<file path="src/rtl/crm_pkg.sv">
// Shared types and constants for the cartridge ROM address map.
// Used by every module of the block; depends on nothing.
package crm_pkg;

   localparam int RomBytesDefault = 4194304;
   localparam int SizeWidth       = 23;
   localparam int OffsetWidth     = 22;
   localparam int CpuAddrWidth    = 24;
   localparam int DataWidth       = 32;
   localparam int SumWidth        = 16;
   localparam int CsrAddrWidth    = 4;
   localparam int CsrDataWidth    = 32;
   localparam int QueueDepth      = 2;
   localparam int BankBits        = 7;
   localparam int PageWidth       = 8;

   localparam logic [1:0] MapLorom = 2'd0;
   localparam logic [1:0] MapHirom = 2'd1;

   typedef enum logic [1:0] {
      KIND_LOAD,
      KIND_BYTE,
      KIND_HALF,
      KIND_WORD
   } kind_type;

   typedef enum logic [1:0] {
      REG_MAP_MODE,
      REG_ROM_SIZE,
      REG_CHECKSUM,
      REG_COMPLEMENT
   } reg_index_type;

   typedef enum logic [1:0] {
      FE_IDLE,
      FE_DIV,
      FE_PUSH
   } fe_state_type;

   typedef enum logic {
      BK_IDLE,
      BK_RUN
   } bk_state_type;

   typedef struct packed {
      kind_type                  kind;
      logic [CpuAddrWidth-1:0]   cpu_addr;
      logic [OffsetWidth-1:0]    load_offset;
      logic [7:0]                load_byte;
   } req_type;

   typedef struct packed {
      logic [DataWidth-1:0]      read_data;
      logic                      checksum_ok;
   } rsp_type;

   typedef struct packed {
      logic [1:0]                map_mode;
      logic [SizeWidth-1:0]      rom_size_bytes;
      logic [SumWidth-1:0]       stored_checksum;
      logic [SumWidth-1:0]       stored_complement;
   } cfg_type;

   // Translated request: per half a hit flag and a ROM offset
   typedef struct packed {
      kind_type                        kind;
      logic [1:0]                      hit;
      logic [1:0][OffsetWidth-1:0]     offset;
      logic                            load_ok;
      logic [OffsetWidth-1:0]          load_offset;
      logic [7:0]                      load_byte;
   } op_type;

endpackage

</file>
<file path="src/rtl/crm_fifo.sv">
// Short queue of translated requests between front and back end.
// Depends on crm_pkg for the entry type.
module crm_fifo #(
   parameter int Depth = crm_pkg::QueueDepth
) (
   input  logic            clock,
   input  logic            reset,
   input  logic            push,
   input  crm_pkg::op_type push_data,
   output logic            full,
   input  logic            pop,
   output crm_pkg::op_type pop_data,
   output logic            empty
);

   localparam int PtrW = (Depth > 1) ? $clog2(Depth) : 1;
   localparam int CntW = $clog2(Depth + 1);
   localparam logic [PtrW-1:0] LastPtr  = PtrW'(Depth - 1);
   localparam logic [CntW-1:0] DepthCnt = CntW'(Depth);

   crm_pkg::op_type   entries_ff [Depth];
   logic [PtrW-1:0]   wr_ptr_ff, wr_ptr_in;
   logic [PtrW-1:0]   rd_ptr_ff, rd_ptr_in;
   logic [CntW-1:0]   count_ff, count_in;

   assign full     = (count_ff == DepthCnt);
   assign empty    = (count_ff == '0);
   assign pop_data = entries_ff[rd_ptr_ff];

   always_comb begin
      wr_ptr_in = wr_ptr_ff;
      rd_ptr_in = rd_ptr_ff;
      count_in  = count_ff;
      if (push) begin
         wr_ptr_in = (wr_ptr_ff == LastPtr) ? '0 : wr_ptr_ff + 1'b1;
      end
      if (pop) begin
         rd_ptr_in = (rd_ptr_ff == LastPtr) ? '0 : rd_ptr_ff + 1'b1;
      end
      priority if (push && !pop) begin
         count_in = count_ff + 1'b1;
      end else if (pop && !push) begin
         count_in = count_ff - 1'b1;
      end
   end

   always_ff @(posedge clock) begin
      if (reset) begin
         wr_ptr_ff <= '0;
         rd_ptr_ff <= '0;
         count_ff  <= '0;
      end else begin
         wr_ptr_ff <= wr_ptr_in;
         rd_ptr_ff <= rd_ptr_in;
         count_ff  <= count_in;
      end
      if (push) begin
         entries_ff[wr_ptr_ff] <= push_data;
      end
   end

   a_no_overflow: assert property (@(posedge clock) disable iff (reset)
      push |-> (!full || pop))
      else $error("queue push while full");

   a_no_underflow: assert property (@(posedge clock) disable iff (reset)
      pop |-> !empty)
      else $error("queue pop while empty");

endmodule

</file>
<file path="config.mk">
export PLATFORM = sky130hd
export DESIGN_NAME = crm_fifo
export DESIGN_NICKNAME = d
export VERILOG_FILES = /design/src/rtl/crm_pkg.sv /design/src/rtl/crm_fifo.sv
export SDC_FILE = /design/constraint.sdc
export NUM_CORES = 1
export LEC_CHECK = 0
export ABC_AREA = 1
export BUFFER_PORTS_ARGS = -buffer_cell sky130_fd_sc_hd__buf_2
export CORE_MARGIN = 5
export CORE_UTILIZATION = 52
export CTS_CLUSTER_SIZE = 24
export DETAILED_ROUTE_END_ITERATION = 8
export PLACE_DENSITY = 0.81
export RECOVER_POWER = 25
export SLEW_MARGIN = 20
export SYNTH_ARGS = -nofsm -noshare
export SYNTH_HDL_FRONTEND = slang
export SYNTH_SLANG_ARGS = --single-unit
export TNS_END_PERCENT = 30
</file>
<file path="constraint.sdc">
create_clock -name clock -period 4.6 [get_ports clock]
set_clock_uncertainty 0.05 [all_clocks]
set_input_delay 0.23 -clock clock [delete_from_list [all_inputs] [get_ports clock]]
set_output_delay 0.23 -clock clock [all_outputs]
set_load 0.1 [all_outputs]
</file>
==> results of run 1 <==
==> routing by layer <==
metal / wire length [um] / vias to the layer above / track usage
met1: 4690 / 1656 / 0.212
met5: 0 / - / 0
li1: - / 1602 / -
met3: 782 / 12 / 0.0494
met4: 161 / 0 / 0.0688
met2: 6320 / 117 / 0.310
==> registers in the layout (all words and copies together), names as in the netlist, named ones only <==
signal,cells
count_ff,2
entries_ff,158
rd_ptr_ff,1
wr_ptr_ff,1
==> cells in the mapped netlist <==
master                     number
sky130_fd_sc_hd__nand4_1        1
sky130_fd_sc_hd__edfxtp_1     158
sky130_fd_sc_hd__xnor2_1        1
sky130_fd_sc_hd__a21oi_1        1
sky130_fd_sc_hd__ha_1           1
sky130_fd_sc_hd__buf_2          6
sky130_fd_sc_hd__o21ai_0        1
sky130_fd_sc_hd__buf_6          3
sky130_fd_sc_hd__nor2_1         7
sky130_fd_sc_hd__mux2_2        69
sky130_fd_sc_hd__mux2_4        10
sky130_fd_sc_hd__nand3_1        1
sky130_fd_sc_hd__nor3_1         1
sky130_fd_sc_hd__inv_1          9
sky130_fd_sc_hd__nand2_1        5
sky130_fd_sc_hd__dfxtp_1        5
==> timing repair <==
item,in CTS,in global routing
hold buffers,80,0
hold endpoints to repair,161,0
endpoints found under the setup margin,0,0
==> stage by stage <==
| step | setup slack, ns | cells |
|---|---|---|
| after detailed placement | 2.41 | 578 |
| after global routing | 2.15 | 692 |
| after floorplan | 0.419 | 279 |
| final | 2.24 | 692 |
| after CTS | 1.97 | 690 |
| after global placement | 2.40 | 578 |
==> worst paths after layout <==
path | startpoint | endpoint | slack [ns]
worst min-delay path | pop | flip-flop | 0.06
worst max-delay path | flip-flop | pop_data[67] | 2.24
worst min register to register | rd_ptr_ff$_SDFFE_PP0P_ | flip-flop | 0.47
worst max register to register | wr_ptr_ff$_SDFFE_PP0P_ | entries_ff[1][62]$_DFFE_PP_ | 2.58
==> placed cells by master, fill, tap and decap left out, types with 5 or more instances in the layout <==
| master | instances |
|---|---|
| sky130_fd_sc_hd__edfxtp_1 | 158 |
| sky130_fd_sc_hd__buf_2 | 130 |
| sky130_fd_sc_hd__dlygate4sd3_1 | 80 |
| sky130_fd_sc_hd__mux2_2 | 69 |
| sky130_fd_sc_hd__clkbuf_1 | 36 |
| sky130_fd_sc_hd__clkbuf_16 | 17 |
| sky130_fd_sc_hd__mux2_4 | 10 |
| sky130_fd_sc_hd__inv_1 | 8 |
| sky130_fd_sc_hd__nor2_1 | 6 |
| sky130_fd_sc_hd__nand2_1 | 5 |
==> critical path: cells and delay by family (launching register included) <==
| family | cells | cell delay, ns |
|---|---|---|
| flip-flops | 1 | 0.63 |
| buffers and inverters | 2 | 0.61 |
| multiplexers | 1 | 0.38 |
==> cells by family after synthesis <==
group,Yosys count,synth area share
flip-flops,163,0.813
multiplexers,79,0.156
buffers and inverters,18,0.0164
AND/OR/NAND/NOR,15,0.0103
AO/OA/AOI/OAI,2,0.00168
XOR/XNOR,1,0.00147
adder cells (fa/ha/maj),1,0.00210
==> report_power, final <==
part	switching, W	leakage, nW	internal, W
combinational	0.000690	1.34	0.000206
sequential	0.0000305	1.53	0.00172
clock	0.000530	0.243	0.000736
==> final cells by class <==
class                           count  area, um2
Sequential cell                   163       4850
Inverter                            9       35.0
Multi-Input combinational cell     98       1030
Clock buffer                       21        440
Clock inverter                     11       88.8
Tap cell                          143        179
Fill cell                         694       3050
Timing Repair Buffer              247       1650
==> qor.json, run 1 <==
{
  "crit_chain": "buf_16, mux2_2, buf_2",
  "fin_crit_ns": 2.36,
  "grt_setup_unrepaired": "no",
  "grt_start_max_net_pins": 80,
  "critical_path_class": "reg2out",
  "worst-path-max-fanout": 50,
  "status": "complete, no violations",
  "route.detailed.wl_per_inst_um": 17.3,
  "cts_tree": "built",
  "critical_path.endpoint_type": "primary output",
  "post_synth_inst_count": 279,
  "max_ir_drop_vdd_mv": 0.327,
  "min_delay_path_depth": 3,
  "floorplan.die_area_um2": 13700,
  "synth_cell_types": 16,
  "slew_viol_final": 0,
  "synth.ff_latch_count": 163,
  "final_antenna_net_count": 0,
  "detailroute.via_count": 3387,
  "worstPathRequired_ns": 4.32,
  "totalNegativeSetupSlack_ns": 0,
  "crit_arrival_ns": 2.08,
  "die_w_um": 117,
  "netlist_area_um2": 5960,
  "synth_area_leader_cell": "sky130_fd_sc_hd__edfxtp_1",
  "hold_viol_final": 0,
  "clock_insertion_delay_worst_skew_ns": 0.41,
  "drt-pass1-iter-count": 4,
  "total_power_w": 0.00391,
  "worst_setup_start_kind": "flip-flop",
  "yosys-top-cells-area": "sky130_fd_sc_hd__edfxtp_1, sky130_fd_sc_hd__mux2_2, sky130_fd_sc_hd__mux2_4",
  "cap_viol_max_count": 0,
  "finalWirelength_um": 12000,
  "post_cts_buffers": 0,
  "routabilityCongestion": 0.706,
  "io-pin-count": 164,
  "min_period_over_period": 0.512,
  "start_util": 0.527,
  "clock.fmax_mhz": 424,
  "buffer_ports.inserted": 163,
  "synth_seq_area_share": 0.813,
  "drt-initial-drc-count": 155,
  "clock-sinks": 163,
  "power_density_nw_per_um2": 473,
  "design_area_um2": 8270,
  "num_antenna_cells": 0,
  "hold_class": "in2reg",
  "place.detailed.hpwl_um": 6830,
  "core_area_um2": 11300,
  "postPlaceCellArea_um2": 6930,
  "syn-mean-instance-area_um2": 21.4,
  "layout.core_utilization": 0.731,
  "groute.usage.overall": 0.178,
  "critPathSlowestCell": "sky130_fd_sc_hd__dfxtp_4",
  "routed_via_density": 4.89,
  "clock_path_buffers": 2,
  "p_leak_nw": 3.11,
  "cts.clk_slew.worst_paths_ns": 0.06,
  "grt-ovfl-total": 0,
  "cts_inserted_buffers": 17,
  "antenna_found_initial": 0,
  "drc": 0,
  "first_global_vias": 3612,
  "cts.repair.resized": 0,
  "layout-drive-gt1-share": 0.439,
  "num-nets-final": 620,
  "root_buffer": "sky130_fd_sc_hd__clkbuf_16",
  "synth_largest_type_area_fraction": 0.796,
  "worstMarginPinSlew_ns": 0.658,
  "yosys_warnings": 0,
  "y_dimension_of_the_die_um": 117,
  "timing.hold.ws_ns": 0.0563,
  "syn_nets": 363,
  "core.rowCount": 39,
  "finalSetupViolations": 0,
  "cp_slowest_stage_delay_ns": 0.63,
  "worst_r2r_path_depth": 3,
  "slew_headroom": 0.562,
  "h-tree-depth": 4,
  "grt_pass1_wl_um": 18100,
  "syn2layout_area_growth_pct": 38.7
}
Note: power is estimated with default switching activity, not from simulation.
==> inputs of run 2 (changes only) <==
CORE_UTILIZATION = 47   (was 52)
PLACE_DENSITY = 0.78   (was 0.81)
clock period = 2.1 ns   (was 4.6 ns; I/O delays follow)
==> run 2 against run 1 <==
Worst setup slack got worse by 2.0 ns. Critical path depth is the same. Global-route usage down 1.2 points. Via count up 1.1%. Routed wire length is 0.25% lower. Sequential cell count is the same. Sequential share of layout area shrank 1.2 points. Sequential power rose by 120%. Critical path type unchanged.
==> qor.json, run 2 (synthesized netlist as in run 1, its figures left out) <==
{
  "status": "complete, no violations",
  "crit_arrival_ns": 1.74,
  "finalWirelength_um": 11900,
  "grt-ovfl-total": 0,
  "critical_path_class": "reg2out",
  "clock.fmax_mhz": 527,
  "layout_top_registers": "entries_ff: 158 flops, count_ff: 2 flops",
  "r2r_setup_slack_ns": 0.69,
  "fin_crit_ns": 1.90,
  "h-tree-depth": 4,
  "worst-path-max-fanout": 40,
  "worstMarginPinSlew_ns": 0.552,
  "final_antenna_net_count": 0,
  "regArea_um2": 4850,
  "cellInternalPower_w": 0.00621,
  "total_power_w": 0.00897,
  "worst_path_setup_slack_after_routing_ns": 0.202,
  "route.detailed.wl_per_inst_um": 16.4,
  "clock-sinks": 163,
  "hold_class": "in2reg",
  "drc": 0,
  "routed_via_density": 4.72,
  "cts_tree": "built",
  "core.rowCount": 41,
  "antenna_found_initial": 1,
  "share_comb_of_total_power": 0.222,
  "design_area_um2": 8440,
  "power.switching_w": 0.00276,
  "dpl_worst_slack_ns": 0.655,
  "drt-pass1-iter-count": 6,
  "detailroute.via_count": 3424,
  "floorplan.die_area_um2": 15000,
  "fill_cells": 851,
  "max_ir_drop_vdd_mv": 0.611,
  "place.detailed.hpwl_um": 7190,
  "worst_setup_start_kind": "flip-flop",
  "num_antenna_cells": 0,
  "power_density_nw_per_um2": 1060,
  "totalNegativeSetupSlack_ns": 0,
  "buffer_ports.inserted": 163,
  "cts.repair.resized": 0,
  "layout-drive-gt1-share": 0.457,
  "power_frac_clock": 0.353,
  "cts_inserted_buffers": 17,
  "timing.hold.ws_ns": 0.356,
  "clock_insertion_delay_worst_skew_ns": 0.42,
  "min_period_over_period": 0.904,
  "sw_frac_of_total": 0.308,
  "multi_input_comb_area_um2": 1030,
  "pwr-share-seq": 0.425,
  "worstPathRequired_ns": 1.95,
  "grt_setup_unrepaired": "no",
  "grt_pass1_wl_um": 18500,
  "p_leak_nw": 3.19,
  "root_buffer": "sky130_fd_sc_hd__clkbuf_16",
  "groute.usage.overall": 0.166,
  "syn2layout_area_growth_pct": 41.6,
  "largest_register": "entries_ff",
  "core_area_um2": 12500,
  "largest_register_ff_count": 158,
  "drt-initial-drc-count": 227,
  "slew_viol_final": 0,
  "routabilityCongestion": 0.698,
  "start_util": 0.476,
  "cts.clk_slew.worst_paths_ns": 0.06,
  "clock_path_buffers": 2,
  "postPlaceCellArea_um2": 7020,
  "top_library_cells_by_usage_in_the_layout_fill_and_taps_aside": "sky130_fd_sc_hd__edfxtp_1, sky130_fd_sc_hd__buf_2, sky130_fd_sc_hd__dlygate4sd3_1",
  "slew_headroom": 0.632,
  "hold_viol_final": 0,
  "finalSetupViolations": 0,
  "die_w_um": 123,
  "io-pin-count": 164,
  "num-nets-final": 625,
  "y_dimension_of_the_die_um": 123,
  "cap_viol_max_count": 0,
  "mostFrequentLayoutCell": "sky130_fd_sc_hd__edfxtp_1",
  "critical_path.endpoint_type": "primary output",
  "first_global_vias": 3796,
  "grt_start_max_net_pins": 43
}
## run 2: cell types whose count changed in the layout (fill, tap and decap cells not counted), sizes merged
| cell | change |
|---|---|
| dlygate4sd3 | +3 |
| bufinv | +3 |
| clkbuf | -8 |
| clkinv | -1 |
| buf | +8 |
## run 2: worst max-delay path, cell delays in order, from the launching register on
cell                      delay, ns
sky130_fd_sc_hd__dfxtp_4       0.37
sky130_fd_sc_hd__buf_12        0.23
sky130_fd_sc_hd__mux2_2        0.38
sky130_fd_sc_hd__buf_2         0.29
## run 2: repair_timing
action / in CTS / in global routing
endpoints found under the hold margin: 163 / 0
hold buffers: 83 / 0
buffers inserted: 0 / 0
## run 2: power by group through the flow
stage          Combinational, W  Clock, W  Sequential, W
3_3_place_gp            0.00185         0        0.00387
4_1_cts                 0.00200   0.00323        0.00381
2_1_floorplan           0.00157         0        0.00387
3_5_place_dp            0.00187         0        0.00388
5_1_grt                 0.00206   0.00341        0.00382
6_report                0.00199   0.00317        0.00381
## run 2: area by class of cell
type,count,share of cell area
flip-flops and latches,163,0.574
repair buffers,252,0.201
multi-input cells,98,0.122
clock buffers,19,0.0513
well taps,172,0.0255
clock inverters,13,0.0219
inverters,9,0.00415
## run 2: stage by stage
step                       util  std cells
after floorplan               -        279
after global placement    0.561        611
after detailed placement  0.561        611
after CTS                 0.677        726
after global routing      0.674        726
final                     0.674        726
## run 2: final timing paths
path,start,to,cells past startpoint
worst max-delay path,flip-flop,pop_data[62],3
worst min-delay path,push_data[18],entries_ff[0][18]$_DFFE_PP_,2
worst max register to register,wr_ptr_ff$_SDFFE_PP0P_,entries_ff[1][67]$_DFFE_PP_,3
worst min register to register,rd_ptr_ff$_SDFFE_PP0P_,rd_ptr_ff$_SDFFE_PP0P_,2
## run 2: layer usage
metal  vias up  global-route usage  part of all wire  wire [um]
li1       1614                   -                 -          -
met3        33              0.0618             0.070        829
met5         -                   0            0.0011         13
met1      1656               0.177              0.37       4450
met4         2              0.0833             0.029        348
met2       119               0.289              0.53       6280
